[src/hw/rtl/hdd_pkg.sv]
// ----------------------------------------------------------------------------
// hdd_pkg
// Shared types and constants of the halfword dictionary decoder.
// ----------------------------------------------------------------------------
package hdd_pkg;

    localparam int SIZE_BYTES   = 4;
    localparam int INDEX_BITS   = 6;
    localparam int LITERAL_BITS = 16;
    localparam int STORE_BITS   = 16;
    localparam int FIFO_DEPTH   = 4;

    typedef enum logic [1:0] {
        PH_SIZE,
        PH_TABLE,
        PH_BITS,
        PH_DONE
    } phase_t;

    typedef struct packed {
        logic        ok;
        logic        lit;
        logic [4:0]  need;
        logic [15:0] bits;
    } sym_t;

    typedef struct packed {
        logic [LITERAL_BITS-1:0] halfword;
        logic                    field_last;
        logic                    run_last;
    } result_t;

    typedef struct packed {
        logic                    lit;
        logic                    zero;
        logic                    field_last;
        logic [LITERAL_BITS-1:0] bits;
    } slot_t;

endpackage

[src/hw/rtl/hdd_ram.sv]
// ----------------------------------------------------------------------------
// hdd_ram
// Simple dual-port RAM, one write port and one registered read port.
// ----------------------------------------------------------------------------
module hdd_ram #(
    parameter int WIDTH = 16,
    parameter int DEPTH = 64
) (
    input  logic                     clk,
    input  logic                     we,
    input  logic [$clog2(DEPTH)-1:0] waddr,
    input  logic [WIDTH-1:0]         wdata,
    input  logic                     re,
    input  logic [$clog2(DEPTH)-1:0] raddr,
    output logic [WIDTH-1:0]         rdata
);

    logic [WIDTH-1:0] mem [DEPTH];

    always_ff @(posedge clk)
    begin
        if (we)
        begin
            mem[waddr] <= wdata;
        end
        if (re)
        begin
            rdata <= mem[raddr];
        end
    end

endmodule

[src/hw/rtl/halfword_dictionary_decoder_unit.sv]
// ----------------------------------------------------------------------------
// halfword_dictionary_decoder_unit
// Expands a byte-wise compressed field (size header, halfword table, bit
// stream of literal and table-index symbols) into 16-bit halfwords.
// ----------------------------------------------------------------------------
// Channel  Direction  Handshake             Payload
// in       input      in_valid / in_ready   in_byte, field_start
// out      output     out_valid / out_ready out_halfword, field_last, run_last
//
// A request is decoded in the cycle it is accepted; table reads are
// registered in two copies of the table RAM, and the halfwords then enter a
// four-entry result queue. A byte yields up to two halfwords and the queue
// drains one per cycle while out_ready is high, so the rate is one byte per
// cycle in the header and table while the queue has room, and lower when
// each byte completes two symbols. Input stalls only when the queue cannot
// take two more halfwords. Reset clears the control state at once; the table
// holds whatever the last field loaded.
// ----------------------------------------------------------------------------
module halfword_dictionary_decoder_unit #(
    parameter int TABLE_ENTRIES = 64
) (
    input  logic        clk,
    input  logic        rst_n,
    input  logic        in_valid,
    output logic        in_ready,
    input  logic [7:0]  in_byte,
    input  logic        field_start,
    output logic        out_valid,
    input  logic        out_ready,
    output logic [15:0] out_halfword,
    output logic        field_last,
    output logic        run_last
);

    import hdd_pkg::*;

    localparam int AW    = $clog2(TABLE_ENTRIES);
    localparam int HC_W  = $clog2(2 * TABLE_ENTRIES);
    localparam int PTR_W = $clog2(FIFO_DEPTH);
    localparam int CNT_W = $clog2(FIFO_DEPTH + 1);

    function automatic sym_t decode_sym(input logic [23:0] s, input logic [4:0] fill);
        sym_t        r;
        logic [23:0] sh;
        r  = '0;
        sh = '0;
        if (fill != 5'd0)
        begin
            r.lit  = s[fill - 5'd1];
            r.need = r.lit ? 5'(LITERAL_BITS + 1) : 5'(INDEX_BITS + 1);
            if (fill >= r.need)
            begin
                r.ok = 1'b1;
                sh   = s >> (fill - r.need);
            end
            r.bits = sh[15:0];
        end
        return r;
    endfunction

    phase_t          phase_reg, phase_next;
    logic [HC_W-1:0] hc_reg, hc_next;
    logic [31:0]     rem_reg, rem_next;
    logic [7:0]      hold_reg, hold_next;
    logic [15:0]     store_reg, store_next;
    logic [4:0]      fill_reg, fill_next;

    phase_t          phase_cur;
    logic [HC_W-1:0] hc_cur;
    logic [31:0]     rem_cur, rem_mid;
    logic [15:0]     store_cur;
    logic [4:0]      fill_cur, f0, f1;
    logic [23:0]     s;
    sym_t            sym0, sym1;
    logic [1:0]      n;
    slot_t           slot0, slot1;

    logic            accept;
    logic            tbl_we;
    logic [AW-1:0]   tbl_waddr;
    logic [15:0]     tbl_wdata;
    logic [AW-1:0]   raddr0, raddr1;
    logic [15:0]     rdata0, rdata1;

    logic [1:0]      s1_n_reg;
    slot_t           s1_slot0_reg, s1_slot1_reg;

    result_t         fifo_reg [FIFO_DEPTH];
    logic [PTR_W-1:0] rd_ptr_reg, wr_ptr_reg;
    logic [CNT_W-1:0] cnt_reg;
    logic            pop;
    result_t         push0, push1;
    result_t         head;

    assign accept = in_valid && in_ready;

    always_comb
    begin
        phase_cur  = field_start ? PH_SIZE : phase_reg;
        hc_cur     = field_start ? '0 : hc_reg;
        rem_cur    = field_start ? '0 : rem_reg;
        store_cur  = field_start ? '0 : store_reg;
        fill_cur   = field_start ? '0 : fill_reg;

        phase_next = phase_cur;
        hc_next    = hc_cur;
        rem_next   = rem_cur;
        hold_next  = hold_reg;
        store_next = store_cur;
        fill_next  = fill_cur;
        tbl_we     = 1'b0;
        tbl_waddr  = hc_cur[HC_W-1:1];
        tbl_wdata  = {hold_reg, in_byte};
        s          = {store_cur, in_byte};
        f0         = fill_cur + 5'd8;
        f1         = f0;
        rem_mid    = rem_cur;
        sym0       = decode_sym(s, f0);
        sym1       = '0;
        n          = 2'd0;
        slot0      = '0;
        slot1      = '0;

        unique case (phase_cur)
            PH_SIZE:
            begin
                rem_next = {rem_cur[23:0], in_byte};
                if (hc_cur == HC_W'(SIZE_BYTES - 1))
                begin
                    hc_next    = '0;
                    phase_next = PH_TABLE;
                end
                else
                begin
                    hc_next = hc_cur + 1'b1;
                end
            end
            PH_TABLE:
            begin
                if (!hc_cur[0])
                begin
                    hold_next = in_byte;
                end
                else
                begin
                    tbl_we = accept;
                end
                if (hc_cur == HC_W'(2 * TABLE_ENTRIES - 1))
                begin
                    hc_next    = '0;
                    phase_next = (rem_cur == 32'd0) ? PH_DONE : PH_BITS;
                end
                else
                begin
                    hc_next = hc_cur + 1'b1;
                end
            end
            PH_BITS:
            begin
                if (rem_cur != 32'd0 && sym0.ok)
                begin
                    n                = 2'd1;
                    f1               = f0 - sym0.need;
                    slot0.lit        = sym0.lit;
                    slot0.bits       = sym0.bits;
                    slot0.zero       = !sym0.lit &&
                                       (32'(sym0.bits[INDEX_BITS-1:0]) >= TABLE_ENTRIES);
                    slot0.field_last = (rem_cur <= 32'd2);
                    rem_mid          = slot0.field_last ? 32'd0 : rem_cur - 32'd2;
                end
                sym1 = decode_sym(s, f1);
                fill_next = f1;
                rem_next  = rem_mid;
                if (n == 2'd1 && rem_mid != 32'd0 && sym1.ok)
                begin
                    n                = 2'd2;
                    fill_next        = f1 - sym1.need;
                    slot1.lit        = sym1.lit;
                    slot1.bits       = sym1.bits;
                    slot1.zero       = !sym1.lit &&
                                       (32'(sym1.bits[INDEX_BITS-1:0]) >= TABLE_ENTRIES);
                    slot1.field_last = (rem_mid <= 32'd2);
                    rem_next         = slot1.field_last ? 32'd0 : rem_mid - 32'd2;
                end
                store_next = s[15:0];
                if (rem_next == 32'd0)
                begin
                    phase_next = PH_DONE;
                end
            end
            PH_DONE:
            begin
                phase_next = PH_DONE;
            end
            default:
            begin
                phase_next = PH_SIZE;
            end
        endcase
    end

    assign raddr0 = AW'(32'(slot0.bits[INDEX_BITS-1:0]));
    assign raddr1 = AW'(32'(slot1.bits[INDEX_BITS-1:0]));

    always_ff @(posedge clk or negedge rst_n)
    begin
        if (!rst_n)
        begin
            phase_reg <= PH_SIZE;
            hc_reg    <= '0;
            rem_reg   <= '0;
            hold_reg  <= '0;
            store_reg <= '0;
            fill_reg  <= '0;
            s1_n_reg  <= '0;
        end
        else
        begin
            if (accept)
            begin
                phase_reg <= phase_next;
                hc_reg    <= hc_next;
                rem_reg   <= rem_next;
                hold_reg  <= hold_next;
                store_reg <= store_next;
                fill_reg  <= fill_next;
            end
            s1_n_reg <= accept ? n : 2'd0;
        end
    end

    always_ff @(posedge clk)
    begin
        if (accept)
        begin
            s1_slot0_reg <= slot0;
            s1_slot1_reg <= slot1;
        end
    end

    hdd_ram #(
        .WIDTH (16),
        .DEPTH (TABLE_ENTRIES)
    ) u_ram0 (
        .clk   (clk),
        .we    (tbl_we),
        .waddr (tbl_waddr),
        .wdata (tbl_wdata),
        .re    (accept),
        .raddr (raddr0),
        .rdata (rdata0)
    );

    hdd_ram #(
        .WIDTH (16),
        .DEPTH (TABLE_ENTRIES)
    ) u_ram1 (
        .clk   (clk),
        .we    (tbl_we),
        .waddr (tbl_waddr),
        .wdata (tbl_wdata),
        .re    (accept),
        .raddr (raddr1),
        .rdata (rdata1)
    );

    always_comb
    begin
        push0.halfword   = s1_slot0_reg.lit ? s1_slot0_reg.bits :
                           (s1_slot0_reg.zero ? 16'd0 : rdata0);
        push0.field_last = s1_slot0_reg.field_last;
        push0.run_last   = (s1_n_reg == 2'd1);
        push1.halfword   = s1_slot1_reg.lit ? s1_slot1_reg.bits :
                           (s1_slot1_reg.zero ? 16'd0 : rdata1);
        push1.field_last = s1_slot1_reg.field_last;
        push1.run_last   = 1'b1;
    end

    assign head         = fifo_reg[rd_ptr_reg];
    assign out_valid    = (cnt_reg != '0);
    assign out_halfword = head.halfword;
    assign field_last   = head.field_last;
    assign run_last     = head.run_last;
    assign pop          = out_valid && out_ready;
    assign in_ready     = ((cnt_reg + CNT_W'(s1_n_reg)) <= CNT_W'(FIFO_DEPTH - 2));

    always_ff @(posedge clk or negedge rst_n)
    begin
        if (!rst_n)
        begin
            rd_ptr_reg <= '0;
            wr_ptr_reg <= '0;
            cnt_reg    <= '0;
        end
        else
        begin
            rd_ptr_reg <= rd_ptr_reg + PTR_W'(pop);
            wr_ptr_reg <= wr_ptr_reg + PTR_W'(s1_n_reg);
            cnt_reg    <= cnt_reg + CNT_W'(s1_n_reg) - CNT_W'(pop);
        end
    end

    always_ff @(posedge clk)
    begin
        if (s1_n_reg != 2'd0)
        begin
            fifo_reg[wr_ptr_reg] <= push0;
        end
        if (s1_n_reg == 2'd2)
        begin
            fifo_reg[wr_ptr_reg + 1'b1] <= push1;
        end
    end

endmodule

[config.mk]
export PLATFORM = sky130hd
export DESIGN_NAME = halfword_dictionary_decoder_unit
export DESIGN_NICKNAME = d
export VERILOG_FILES = /design/src/hw/rtl/hdd_pkg.sv /design/src/hw/rtl/hdd_ram.sv /design/src/hw/rtl/halfword_dictionary_decoder_unit.sv
export SDC_FILE = /design/constraint.sdc
export NUM_CORES = 2
export LEC_CHECK = 0
export ABC_CLOCK_PERIOD_IN_PS = 14300
export BUFFER_PORTS_ARGS = -buffer_cell sky130_fd_sc_hd__buf_2
export CORE_MARGIN = 2
export CORE_UTILIZATION = 55
export DETAILED_ROUTE_END_ITERATION = 8
export PLACE_DENSITY = 0.71
export SLEW_MARGIN = 20
export SYNTH_ARGS = -nofsm -noshare
export SYNTH_HDL_FRONTEND = slang
export SYNTH_HIERARCHICAL = 1
export SYNTH_SLANG_ARGS = --single-unit
[constraint.sdc]
create_clock -name clk -period 14.3 [get_ports clk]
set_clock_uncertainty 0.2 [all_clocks]
set_input_delay 1.43 -clock clk [delete_from_list [all_inputs] [get_ports clk]]
set_output_delay 1.43 -clock clk [all_outputs]
set_load 0.05 [all_outputs]
==> results.toml <==
[status]
status = "finished, final reports clean"

[grt]
grt_pass1_wl_um = 351000
grt_pass1_vias = 51000
grt_usage = 0.273
grt_max_degree = 130
grt.overflow.total = 0
antenna_found_initial = 10

[cts]
htree_levels = 4
cts_sinks = 2267
clk_path_buf_depth = 3
postCtsSetupRepairBufs = 0
hold_buffers = 0
root_buffer = "clkbuf_16"
clock_latency_ns = 0.84
clkSlewWorstSetupHoldPaths_ns = 0.06
cts_resized = 0
cts_tree = "done"
numCtsBuffers = 216

[synth]
synth_seq_cells = 2267
yosysWarningCount = 6
async_flop_share = 0.0348
ys.flop_type = "edfxtp_1"
synthesis.area_um2 = 95500
synth.yosys.seq_area_share = 0.708
syn_nets = 5391
netlist_instances = 5351
synth.distinct_cells = 112
synth_edf_count = 2184
syn_area_per_cell_um2 = 17.9

[worst_setup_path]
crit_fanout = 25
critPathBufInv = 6
path_depth = 36
required_ns = 14.69
r2r_setup_slack_ns = 1.35
crit_family = "simple AND/OR/NAND/NOR gates"
crit_path_end = "u_ram1/rdata[5]$_DFFE_PP_"
crit_arrival_ns = 13.53
r2r-start = "fill_reg[1]$_DFFE_PN0P_"
r2r_cells = 35
setup.worst_path.class = "in -> reg"
cp-end-kind = "flip-flop"
slowest_delay_ns = 0.71
cp-start-kind = "primary input"
slowest_stage = "nor2_4"
crit_path_start = "field_start"
crit_top_cell = "inv_1"
reg2reg_to = "u_ram1/rdata[5]$_DFFE_PP_"

[floorplanning]
dieArea_um2 = 177000
pin_count = 33
core_um2 = 172000
die_w_um = 421
start_util = 0.555
rows = 152
die_h_um = 421

[timing]
finalHoldViolCount = 0
max_freq_mhz = 76.1
slew_headroom = 0.240
maxSlewViolCount = 0
max_slew.worst_pin.slew_ns = 1.14
rsz0062_at_grt = "false"
setup_tns_ns = 0
fin_crit_sh = 0.919
period_minus_slack_ns = 13.13
setup_viol = 0

[power]
ir_drop_uv = 230
leakage_nw = 30.8
cellPowerDensity_nw_per_um2 = 173

[route]
ant_nets = 0
initialDrtViolationCount = 7545
drt-vias-per-instance = 6.65
wire_per_inst_um = 30.1
routed_wl_um = 240000
via_count = 53000
drc = 0
firstDrtPassIters = 6

[placement]
placed_cell_area_um2 = 98700
port_buffers = 32
gp_congestion = 0.925
dp_hpwl_um = 146000
dp.cells = 7575

[final_layout]
nets = 5524
most-common-layout-cells = "edfxtp_1 (2,184), mux4_2 (479), nand2_1 (310)"
final_cell_area_um2 = 106000
fin_cells = 7979
layout_commonest_cell = "edfxtp_1"
drive_gt1_frac = 0.217
areaGrowthSynthToFinish_pct = 10.6

[run]
drv_cap = 0

[worst_hold_path]
hold_path_class = "reg -> reg"
[routing by layer]
metal / up-vias / GRT usage / routed length [um]
li1: 22100 / - / -
met1: 27500 / 0.405 / 97800
met2: 2956 / 0.418 / 112000
met3: 416 / 0.0522 / 23700
met4: 8 / 0.0759 / 6640
met5: - / 0 / 52
[cells in the mapped netlist (37+ instances only)]
library cell | n | area (um2)
edfxtp_1 | 2184 | 65600
mux4_2 | 479 | 10800
nand2_1 | 310 | 1160
nor2_1 | 297 | 1110
mux2i_1 | 249 | 2490
clkbuf_1 | 149 | 559
a21oi_1 | 119 | 596
a22oi_1 | 104 | 781
o21ai_0 | 101 | 505
nand3_1 | 96 | 480
nor2b_1 | 90 | 563
buf_2 | 83 | 415
dfrtp_1 | 79 | 1980
o22ai_1 | 79 | 494
mux2_2 | 76 | 856
nor3_1 | 60 | 300
a221oi_1 | 42 | 368
buf_6 | 41 | 462
a22o_1 | 38 | 333
a31oi_1 | 38 | 238
inv_1 | 37 | 139
[logic make-up after synthesis]
logic type | after synthesis | synth area share
buf+inv | 386 | 0.0233
flops | 2267 | 0.708
mux | 813 | 0.150
fa+ha+maj | 27 | 0.00393
simple gates | 1037 | 0.0522
xor+xnor | 54 | 0.00515
compound gates | 767 | 0.0571
[power by group]
| group | total, mW | internal (mW) | switching, mW | leakage, nW |
|---|---|---|---|---|
| logic | 4.84 | 1.70 | 3.14 | 8.30 |
| clock network | 5.62 | 3.18 | 2.44 | 3.40 |
| registers | 7.78 | 7.49 | 0.290 | 19.1 |
| total | 18.2 | 12.4 | 5.87 | 30.8 |
[through the flow]
step	util	hold WS (ns)	setup slack, ns	power (mW)
4_1_cts	0.614	0.242	1.34	18.2
2_1_floorplan	-	0.237	1.14	11.2
3_5_place_dp	0.573	0.263	0.451	12.6
5_1_grt	0.614	0.281	0.0922	19.0
3_3_place_gp	0.573	0.254	0.684	12.6
6_report	0.614	0.272	1.17	18.2
[worst min path at each step]
stage,startpoint,to,cells after the start
floorplan,fifo_reg[1][0]$_SDFFE_PP1P_,fifo_reg[1][0]$_SDFFE_PP1P_,1
detailed placement,fifo_reg[1][0]$_SDFFE_PP1P_,fifo_reg[1][0]$_SDFFE_PP1P_,1
finish,fifo_reg[1][0]$_SDFFE_PP1P_,fifo_reg[1][0]$_SDFFE_PP1P_,1
CTS,rst_n,cnt_reg[2]$_DFF_PN0_,1
global placement,fifo_reg[1][0]$_SDFFE_PP1P_,fifo_reg[1][0]$_SDFFE_PP1P_,1
global route,rst_n,cnt_reg[2]$_DFF_PN0_,1
[cell type report]
type | count | area, um2
sequential | 2267 | 67700
fill | 12100 | 66500
inverter | 39 | 150
antenna | 6 | 15.0
clock inverter | 125 | 1280
tap | 2310 | 2890
timing repair buffer | 262 | 2090
multi-input combinational | 2698 | 25900
clock buffer | 272 | 5680
(Power assumes the default switching activity.)
